==> config.mk <==
export PLATFORM = sky130hd
export DESIGN_NAME = ppws_front
export DESIGN_NICKNAME = d
export VERILOG_FILES = /design/src/design/ppws_pkg.sv /design/src/design/ppws_front.sv
export SDC_FILE = /design/constraint.sdc
export NUM_CORES = 1
export LEC_CHECK = 0
export BUFFER_PORTS_ARGS = -buffer_cell sky130_fd_sc_hd__buf_4
export CAP_MARGIN = 30
export CORE_MARGIN = 2
export CORE_UTILIZATION = 31
export CTS_CLUSTER_SIZE = 28
export DETAILED_ROUTE_END_ITERATION = 6
export HOLD_SLACK_MARGIN = 0.05
export PLACE_DENSITY_LB_ADDON = 0.1
export SLEW_MARGIN = 20
export SYNTH_ARGS = -nofsm -noshare
export SYNTH_HDL_FRONTEND = slang
export SYNTH_SLANG_ARGS = --single-unit
==> constraint.sdc <==
create_clock -name i_clk -period 3.6 [get_ports i_clk]
set_input_delay 0.72 -clock i_clk [delete_from_list [all_inputs] [get_ports i_clk]]
set_output_delay 0.72 -clock i_clk [all_outputs]
set_load 0.02 [all_outputs]
==> src/design/ppws_pkg.sv <==
`default_nettype none
package ppws_pkg;

    // sizing
    localparam int MAX_TARGETS = 64;
    localparam int WINDOW_LEN  = 10;

    // fixed field widths
    localparam int TID_W     = 6;
    localparam int STAT_W    = 3;
    localparam int RTT_W     = 16;
    localparam int CNT_W     = 4;
    localparam int SUM_OUT_W = 20;
    localparam int TOT_W     = 32;

    // derived widths
    localparam int TADDR_W = (MAX_TARGETS > 1) ? $clog2(MAX_TARGETS) : 1;
    localparam int WADDR_W = (MAX_TARGETS * WINDOW_LEN > 1) ?
                             $clog2(MAX_TARGETS * WINDOW_LEN) : 1;
    localparam int HEAD_W  = (WINDOW_LEN > 1) ? $clog2(WINDOW_LEN) : 1;
    localparam int FILL_W  = $clog2(WINDOW_LEN + 1);
    localparam int SUM_W   = RTT_W + FILL_W;
    localparam int META_W  = 2 * TOT_W + FILL_W + HEAD_W;

    // front-to-back queue
    localparam int QDEPTH  = 2;
    localparam int QPTR_W  = (QDEPTH > 1) ? $clog2(QDEPTH) : 1;
    localparam int QCNT_W  = $clog2(QDEPTH + 1);

    // status codes
    localparam logic [STAT_W-1:0] STATUS_OK  = 3'd0;
    localparam logic [STAT_W-1:0] STATUS_GAP = 3'd6;

    localparam logic [RTT_W-1:0] MISSING_RESET = 16'hFFFF;

    typedef struct packed {
        logic [TID_W-1:0]  tid;
        logic [STAT_W-1:0] status;
        logic [RTT_W-1:0]  rtt;
    } t_job;

    typedef struct packed {
        logic [TOT_W-1:0]  sent;
        logic [TOT_W-1:0]  lost;
        logic [FILL_W-1:0] fill;
        logic [HEAD_W-1:0] head;
    } t_meta;

    typedef struct packed {
        logic [TID_W-1:0]     target_id_res;
        logic [CNT_W-1:0]     window_count;
        logic [CNT_W-1:0]     window_lost;
        logic [CNT_W-1:0]     rtt_valid_count;
        logic [RTT_W-1:0]     rtt_min;
        logic [RTT_W-1:0]     rtt_max;
        logic [SUM_OUT_W-1:0] rtt_sum;
        logic [TOT_W-1:0]     total_sent;
        logic [TOT_W-1:0]     total_lost;
        logic [STAT_W-1:0]    last_status;
        logic [RTT_W-1:0]     last_rtt;
    } t_res;

    // saturate a window count into the result width
    function automatic logic [CNT_W-1:0] sat_cnt(input logic [FILL_W-1:0] v);
        logic [CNT_W-1:0] r;
        if (int'(v) > (2 ** CNT_W - 1)) r = '1;
        else r = CNT_W'(v);
        return r;
    endfunction

    // saturate the window sum into the result width
    function automatic logic [SUM_OUT_W-1:0] sat_sum(input logic [SUM_W-1:0] v);
        logic [SUM_OUT_W-1:0] r;
        if (longint'(v) > (longint'(1) << SUM_OUT_W) - 1) r = '1;
        else r = SUM_OUT_W'(v);
        return r;
    endfunction

    function automatic logic [TOT_W-1:0] sat_inc(input logic [TOT_W-1:0] v);
        logic [TOT_W-1:0] r;
        if (&v) r = v;
        else r = v + 1'b1;
        return r;
    endfunction

endpackage
`default_nettype wire

==> src/design/ppws_front.sv <==
`default_nettype none
module ppws_front (
    input  wire logic                        i_clk,
    input  wire logic                        i_rst_n,
    input  wire logic                        i_push,
    output logic                             o_full,
    input  wire logic [ppws_pkg::TID_W-1:0]  i_tid,
    input  wire logic [ppws_pkg::STAT_W-1:0] i_status,
    input  wire logic [ppws_pkg::RTT_W-1:0]  i_rtt,
    output logic                             o_job_vld,
    output ppws_pkg::t_job                   o_job,
    input  wire logic                        i_job_pop
);

    ppws_pkg::t_job                    r_q [ppws_pkg::QDEPTH];
    logic [ppws_pkg::QPTR_W-1:0]       r_wp, n_wp;
    logic [ppws_pkg::QPTR_W-1:0]       r_rp, n_rp;
    logic [ppws_pkg::QCNT_W-1:0]       r_cnt, n_cnt;
    logic                              keep;
    logic                              enq;
    logic                              deq;

    // monitor gaps and unknown targets are taken but dropped here
    assign keep = (i_status != ppws_pkg::STATUS_GAP) &&
                  (int'(i_tid) < ppws_pkg::MAX_TARGETS);

    assign o_full    = (int'(r_cnt) == ppws_pkg::QDEPTH);
    assign enq       = i_push && !o_full && keep;
    assign o_job_vld = (r_cnt != '0);
    assign deq       = o_job_vld && i_job_pop;
    assign o_job     = r_q[r_rp];

    // pointer and count update
    always_comb begin
        n_wp  = r_wp;
        n_rp  = r_rp;
        n_cnt = r_cnt;
        if (enq) begin
            n_wp = (int'(r_wp) == ppws_pkg::QDEPTH - 1) ? '0 : r_wp + 1'b1;
        end
        if (deq) begin
            n_rp = (int'(r_rp) == ppws_pkg::QDEPTH - 1) ? '0 : r_rp + 1'b1;
        end
        if (enq && !deq) n_cnt = r_cnt + 1'b1;
        else if (deq && !enq) n_cnt = r_cnt - 1'b1;
    end

    always_ff @(posedge i_clk) begin
        if (!i_rst_n) begin
            r_wp  <= '0;
            r_rp  <= '0;
            r_cnt <= '0;
        end else begin
            r_wp  <= n_wp;
            r_rp  <= n_rp;
            r_cnt <= n_cnt;
        end
    end

    // queue storage
    always_ff @(posedge i_clk) begin
        if (enq) begin
            r_q[r_wp] <= '{tid: i_tid, status: i_status, rtt: i_rtt};
        end
    end

endmodule
`default_nettype wire

# Yosys cells after proc, flatten, opt, wreduce, memory -nomap -nowiden

Memory sizes are Yosys's and may differ from the RTL's. A register that Yosys moved wholly into a read port is not among the register bits.
Index checks and enable logic that the tools add are counted.

Add/subtract/negate cells: 4
Reductions and logical operators: 10
Equal/unequal tests: 2
Mux-type cells: 8

Operator list:

| cell                  | count |
|---|---|
| $mux W1               | 6 |
| $logic_and A1 B1 Y1   | 5 |
| $mux W2               | 2 |
| $reduce_bool A2 Y1    | 2 |
| $logic_not A1 Y1      | 3 |
| $ne A3 B3 Y1 const B  | 1 |
| $add A1 B1 Y1 const B | 2 |
| $add A2 B1 Y2 const B | 1 |
| $eq A2 B2 Y1 const B  | 1 |
| $sub A2 B1 Y2 const B | 1 |

Word-level logic and storage cells: 28
Memories: 1
Register bits after elaboration: 4
RAM bits: 50
Output and inout port bits: 27

Memories:

| name | words | bits a word | read ports | clocked after Yosys merged registers in | write ports | line             | source |
|---|---|---|---|---|---|---|---|
| r_q  | 2     | 25          | 1          | 1                                       | 1           | ppws_front.sv:15 | `ppws_pkg::t_job r_q [ppws_pkg::QDEPTH];` |

# Depth between registers and ports, before layout

Gate-level depths: netlist of the first run.

Depth in word-level cells: 8
Mapped depth: 7
Gate-level depth less buffers: 7

# Least setup slack after synthesis of the first run

No wires, ideal clock.

Path type: input to register
From: in i_status[2] (netlist name)
To: mem r_q[0][0] (netlist name) (enable)
Setup time: 0.407 ns
Path slack: 1.141 ns
Data required time: 3.193 ns
Cell stages on the path: 3
Data arrival time: 2.053 ns
Cell sequence: nand2_1 o221ai_1 nor2_1

Word-level cells in the longest chain between the ends: 4

Ends and longest elaborated chain:

| element                       | line             | source |
|---|---|---|
| start: declaration            | ppws_front.sv:8  | `input wire logic [ppws_pkg::STAT_W-1:0] i_status,` |
| $ne A3 B3 Y1                  | ppws_front.sv:24 | `assign keep = (i_status != ppws_pkg::STATUS_GAP) &&` |
| $logic_and A1 B1 Y1           | ppws_front.sv:28 | `assign enq = i_push && !o_full && keep;` |
| $mux W1                       | ppws_front.sv:62 | `if (enq) begin` |
| $mux W1 (not written as such) | ppws_front.sv:63 | `r_q[r_wp] <= '{tid: i_tid, status: i_status, rtt: i_rtt};` |
| end: declaration              | ppws_front.sv:15 |  |

Every way passes these cells.

==> impl_metrics.env, run 1 <==
export IMPL_io_buffers=55
export IMPL_clk_pin_slew_worst_paths_ps=90
export IMPL_row_count=29
export IMPL_initialDrtViolationCount=59
export IMPL_cts_root_buf="clkbuf_8"
export IMPL_synth_area_leaders="edfxtp_1 74%, mux2_2 14%, dfxtp_1 4.9%"
export IMPL_die_area_um2=7240
export IMPL_design_area_um2=2670
export IMPL_synthToLayoutAreaGrowth_pct=31.1
export IMPL_synth_most_common_cell="edfxtp_1"
export IMPL_nNetsFinal=199
export IMPL_synth_flop_cell="edfxtp_1"
export IMPL_drt_pass1_iter_count=3
export IMPL_vias=1085
export IMPL_status="completed"
export IMPL_vias_per_cell=4.39
export IMPL_whs_path_depth=2
export IMPL_drt_drc_violations_left=0
export IMPL_yosys_top_cells_count="50 x edfxtp_1, 25 x mux2_2, 5 x dfxtp_1"
export IMPL_ctsResizeCount=0
export IMPL_fin_util_pct=42.1
export IMPL_grt_use_met2_pct=17.8
export IMPL_clock_skew_final_ps=2.91
export IMPL_rsz0062_at_grt="no"
export IMPL_setup_ws_ps=1370
export IMPL_finalCritPeriodShare_pct=61.8
export IMPL_grt_util_met1_pct=11.4
export IMPL_path_max_fanout=25
export IMPL_grt_max_degree=26
export IMPL_yosysWarnings=0
export IMPL_numCtsBuffers=5
export IMPL_grt_usage_pct=10.1
export IMPL_power_switching_uw=531
export IMPL_synthCells=106
export IMPL_finalSetupTns_ps=0
export IMPL_clock_path_buffers=2
export IMPL_ioPinCount=56
export IMPL_ys_types=18
export IMPL_drv_slew=0
export IMPL_synth_top_area_share_pct=73.7
export IMPL_cp_required_ps=2880
export IMPL_rr_startpoint="r_cnt[0]"
export IMPL_grt_pass1_vias=1149
export IMPL_r2r_cells=3
export IMPL_finalSetupViolCount=0
export IMPL_clk_latency_ps=300
export IMPL_p_clk_share_pct=19.7
export IMPL_fp_dieW_um=85.1
export IMPL_relSlewSlack_pct=47.5
export IMPL_p_sw_share_pct=29.5
export IMPL_r2r_end="r_q[1][18]"
export IMPL_core_area_um2=6350
export IMPL_crit_arrival_ps=1510
export IMPL_place_gp_congestion=0.747
export IMPL_power_total_uw=1800
export IMPL_worstSetupEndpointType="output pin"
export IMPL_hold_viol_final=0
export IMPL_start_kind="register"
export IMPL_busiest_layer="met2"
export IMPL_syn_area_um2=2040
export IMPL_num_antenna_cells=0
export IMPL_pre_cts_ws_ps=1090
export IMPL_r2r_slack_ps=1600
export IMPL_synth_edf_count=50
export IMPL_min_from="r_wp"
export IMPL_power_frac_seq_pct=46.1
export IMPL_grt_use_met3_pct=3.50
export IMPL_wire_per_inst_um=14.3
export IMPL_p_int_uw=1270
export IMPL_power_density_nw_per_um2=674
export IMPL_hpwl_mm=2.52
export IMPL_ant_nets=0
export IMPL_min_to="r_wp"
export IMPL_post_cts_buffers=0
export IMPL_yosysSeqAreaShare_pct=78.6
export IMPL_leakage_uw=0.00100
export IMPL_ctsHoldBuffers=0
export IMPL_grt_overflow_total=0
export IMPL_layout_drive_gt1_share_pct=55.9
export IMPL_syn_avg_cell_area_um2=19.2
export IMPL_worst_pin_slew_ps=787
export IMPL_drv_cap=0
export IMPL_synth_top_cell_by_area="edfxtp_1"
export IMPL_peakVddDrop_v=0.000406
export IMPL_cts_max_level=2
export IMPL_synthArstFlopShare_pct=0
export IMPL_critPathKind="register to output pin"
export IMPL_die_h_um=85.1
export IMPL_place_area_um2=2570
export IMPL_wirelength_mm=3.54
export IMPL_antenna_found_initial=0
export IMPL_grt_pass1_wl_mm=5.57
export IMPL_ys_ff_latch=55
export IMPL_power_frac_comb_pct=34.2
export IMPL_cts_sinks=55
export IMPL_fmax_ghz=0.449
export IMPL_fin_crit_ps=2230
export IMPL_hold_class="register to register"
export IMPL_cts_tree="done"
export IMPL_syn_num_nets=136
export IMPL_initial_core_util_pct=32.1
-- placed cells by master (no fill, tap or decap), drive strengths merged --
master	count
o21ai	2
inv	3
xor2	1
mux2	25
mux2i	1
clkbuf	7
or3	1
ha	1
edfxtp	50
xnor2	2
nand2	3
clkinvlp	1
buf	59
o221ai	1
a21boi	1
nor2	3
dfxtp	5
or2	1
and2	3
-- area by class of cell --
cell class | instances | area (um^2)
Timing Repair Buffer | 59 | 443
Clock buffer | 7 | 96.3
Clock inverter | 1 | 7.51
Inverter | 3 | 11.3
Tap cell | 77 | 96.3
Multi-Input combinational cell | 45 | 415
Sequential cell | 55 | 1600
Fill cell | 595 | 3680
-- per-layer routing --
metal	routed length (um)	part of all wire, %
met1	1480	42
met2	1820	51
met3	193	5.5
met4	48	1.4
met5	0	0
-- worst max-delay path, stage by stage, from the launching register on --
cell	delay (ps)
dfxtp_1	320
buf_4	320
mux2_2	400
buf_4	160
-- through the flow --
stage | hold slack, ps | std cells
after floorplan | 451 | 106
after global placement | 472 | 239
after detailed placement | 487 | 239
after CTS | 499 | 247
after global routing | 521 | 247
final | 494 | 247
-- registers in the layout, summed over array words and instances (netlist names), named ones only --
| signal | count |
|---|---|
| r_q | 50 |
| r_cnt | 2 |
| r_wp | 1 |
| r_rp | 1 |
-- power groups by stage --
stage                     registers [uW]  logic [uW]  clock network [uW]
after floorplan                      839         386                   0
after global placement               844         622                   0
after detailed placement             847         628                   0
after CTS                            832         631                 371
after global routing                 842         659                 396
final                                831         616                 355
-- cells by family (layout without fill, tap and decap cells) --
family | Yosys count | count (layout) | share of synthesized area [%]
AO/OA/AOI/OAI | 4 | 4 | 1.29
XOR/XNOR | 3 | 3 | 1.29
adder cells (fa/ha/maj) | 1 | 1 | 0.614
buffers and inverters | 6 | 70 | 1.29
flip-flops | 55 | 55 | 78.6
multiplexers | 26 | 26 | 14.3
AND/OR/NAND/NOR | 11 | 11 | 2.64
-- how the worst max path moves through the flow --
stage / start / to / slack [ps] / cells past startpoint
2_1_floorplan: i_status[2] / r_q[0][0] / 1140 / 3
3_3_place_gp: i_status[2] / r_q[1][10] / 1140 / 5
3_5_place_dp: i_status[2] / r_q[1][19] / 1090 / 5
4_1_cts: register / o_job[17] / 1350 / 3
5_1_grt: register / o_job[6] / 1270 / 3
6_report: register / o_job[17] / 1370 / 3
Note: power is estimated with default switching activity, not from simulation.
==> run 2, diff against run 1 <==
clock period = 2.25 ns   (was 3.6 ns; I/O delays follow)
==> run 2 against run 1 <==
- sequential cell count unchanged
- global-route usage grew 0.62 points
- critical path depth grew 3
- largest power group unchanged
==> impl_metrics.env, run 2 (synthesis gave the netlist of run 1 again) <==
export IMPL_cts_root_buf="clkbuf_8"
export IMPL_layout_drive_gt1_share_pct=54.1
export IMPL_min_from="i_tid[3]"
export IMPL_fp_dieW_um=85.1
export IMPL_rsz0062_at_grt="no"
export IMPL_start_kind="register"
export IMPL_initialDrtViolationCount=64
export IMPL_finalSetupViolCount=0
export IMPL_io_buffers=55
export IMPL_largest_register="r_q"
export IMPL_cpPeakStageDelay_ps=420
export IMPL_initial_core_util_pct=32.1
export IMPL_post_cts_buffers=0
export IMPL_setup_ws_ps=404
export IMPL_finalCritPeriodShare_pct=82.0
export IMPL_path_max_fanout=5
export IMPL_ctsResizeCount=0
export IMPL_worst_pin_slew_ps=490
export IMPL_synthToLayoutAreaGrowth_pct=29.9
export IMPL_r2r_slack_ps=400
export IMPL_cp_required_ps=2490
export IMPL_row_count=29
export IMPL_r2r_end="r_cnt[1]"
export IMPL_cts_tree="done"
export IMPL_grt_pass1_wl_mm=5.91
export IMPL_peakVddDrop_v=0.000445
export IMPL_final_cell_mix="59 x buf_4, 50 x edfxtp_1, 25 x mux2_2, 5 x dfxtp_1, 5 x clkbuf_8"
export IMPL_die_h_um=85.1
export IMPL_cp_startpoint="r_cnt[1]"
export IMPL_largest_reg_flops=50
export IMPL_critical_path_most_common_cell="inv_1"
export IMPL_worstSetupEndpointType="register"
export IMPL_clk_pin_slew_worst_paths_ps=90
export IMPL_cts_sinks=55
export IMPL_nNetsFinal=199
export IMPL_num_antenna_cells=0
export IMPL_ctsHoldBuffers=0
export IMPL_die_area_um2=7240
export IMPL_grt_overflow_total=0
export IMPL_drt_drc_violations_left=0
export IMPL_power_density_nw_per_um2=1070
export IMPL_antenna_found_initial=0
export IMPL_pre_cts_ws_ps=269
export IMPL_cts_max_level=2
export IMPL_hold_class="input port to register"
export IMPL_grt_pass1_vias=1212
export IMPL_ioPinCount=56
export IMPL_hpwl_mm=2.45
export IMPL_vias_per_cell=4.42
export IMPL_critPathKind="register to register"
export IMPL_wirelength_mm=3.62
export IMPL_vias=1091
export IMPL_rr_startpoint="r_cnt[1]"
export IMPL_hold_viol_final=0
export IMPL_leakage_uw=0.000990
export IMPL_fin_util_pct=41.7
export IMPL_grt_usage_pct=10.8
export IMPL_fin_crit_ps=1850
export IMPL_numCtsBuffers=5
export IMPL_cp_cell_sequence="inv_1 -> o221ai_1 -> inv_1 -> ha_1 -> or3_1 -> a21boi_1"
export IMPL_clock_skew_final_ps=5.96
export IMPL_drv_cap=0
export IMPL_status="completed"
export IMPL_ant_nets=0
export IMPL_endpoint="r_cnt[1]"
export IMPL_clk_latency_ps=300
export IMPL_top_regs="r_q: 50 flops, r_cnt: 2 flops"
export IMPL_final_common_cell="buf_4"
export IMPL_r2r_cells=6
export IMPL_cpMaxStageDelayCell="o221ai_1"
export IMPL_clock_path_buffers=2
export IMPL_relSlewSlack_pct=67.3
export IMPL_finalSetupTns_ps=0
export IMPL_fmax_ghz=0.542
export IMPL_drt_pass1_iter_count=4
export IMPL_place_gp_congestion=0.698
export IMPL_crit_arrival_ps=2080
export IMPL_grt_max_degree=26
export IMPL_wire_per_inst_um=14.7
export IMPL_drv_slew=0
export IMPL_core_area_um2=6350
==> run 2: how the worst min path moves through the flow <==
stage | cells after the start | end
3_5_place_dp | 2 | r_wp
5_1_grt | 1 | r_q[1][4]
3_3_place_gp | 2 | r_wp
4_1_cts | 1 | r_q[1][20]
2_1_floorplan | 2 | r_wp
6_report | 1 | r_q[0][22]
==> run 2: worst max-delay path, delay by kind of cell (launching register included) <==
family,cells,cell delay [ps]
compound gates,2,550
flops,1,380
simple gates,1,350
fa+ha+maj,1,330
buf+inv,2,160
==> run 2: metal layers <==
metal | wire length [um] | global-route usage [%]
met4 | 42 | 3.90
met1 | 1490 | 12.3
met5 | 0 | 0
met3 | 220 | 4.38
met2 | 1870 | 18.2
==> run 2: where the power goes <==
group / internal (uW) / total (uW) / switching [uW]
logic: 476 / 995 / 519
registers: 1280 / 1330 / 49.4
clock network: 222 / 511 / 289
==> run 2: final cells by class <==
type | instances | area [um^2]
multi-input cells | 45 | 415
fillers | 570 | 3700
repair buffers | 59 | 443
well taps | 77 | 96.3
clock buffers | 8 | 80.1
inverters | 3 | 11.3
flip-flops and latches | 55 | 1600
==> run 2: through the flow <==
step	std cells	hold WS (ps)	area (um^2)	total power [uW]
CTS	247	318	2650	2880
global placement	239	472	2570	2350
detailed placement	239	508	2570	2370
global route	247	301	2650	3000
floorplan	106	451	2040	1960
finish	247	330	2650	2840
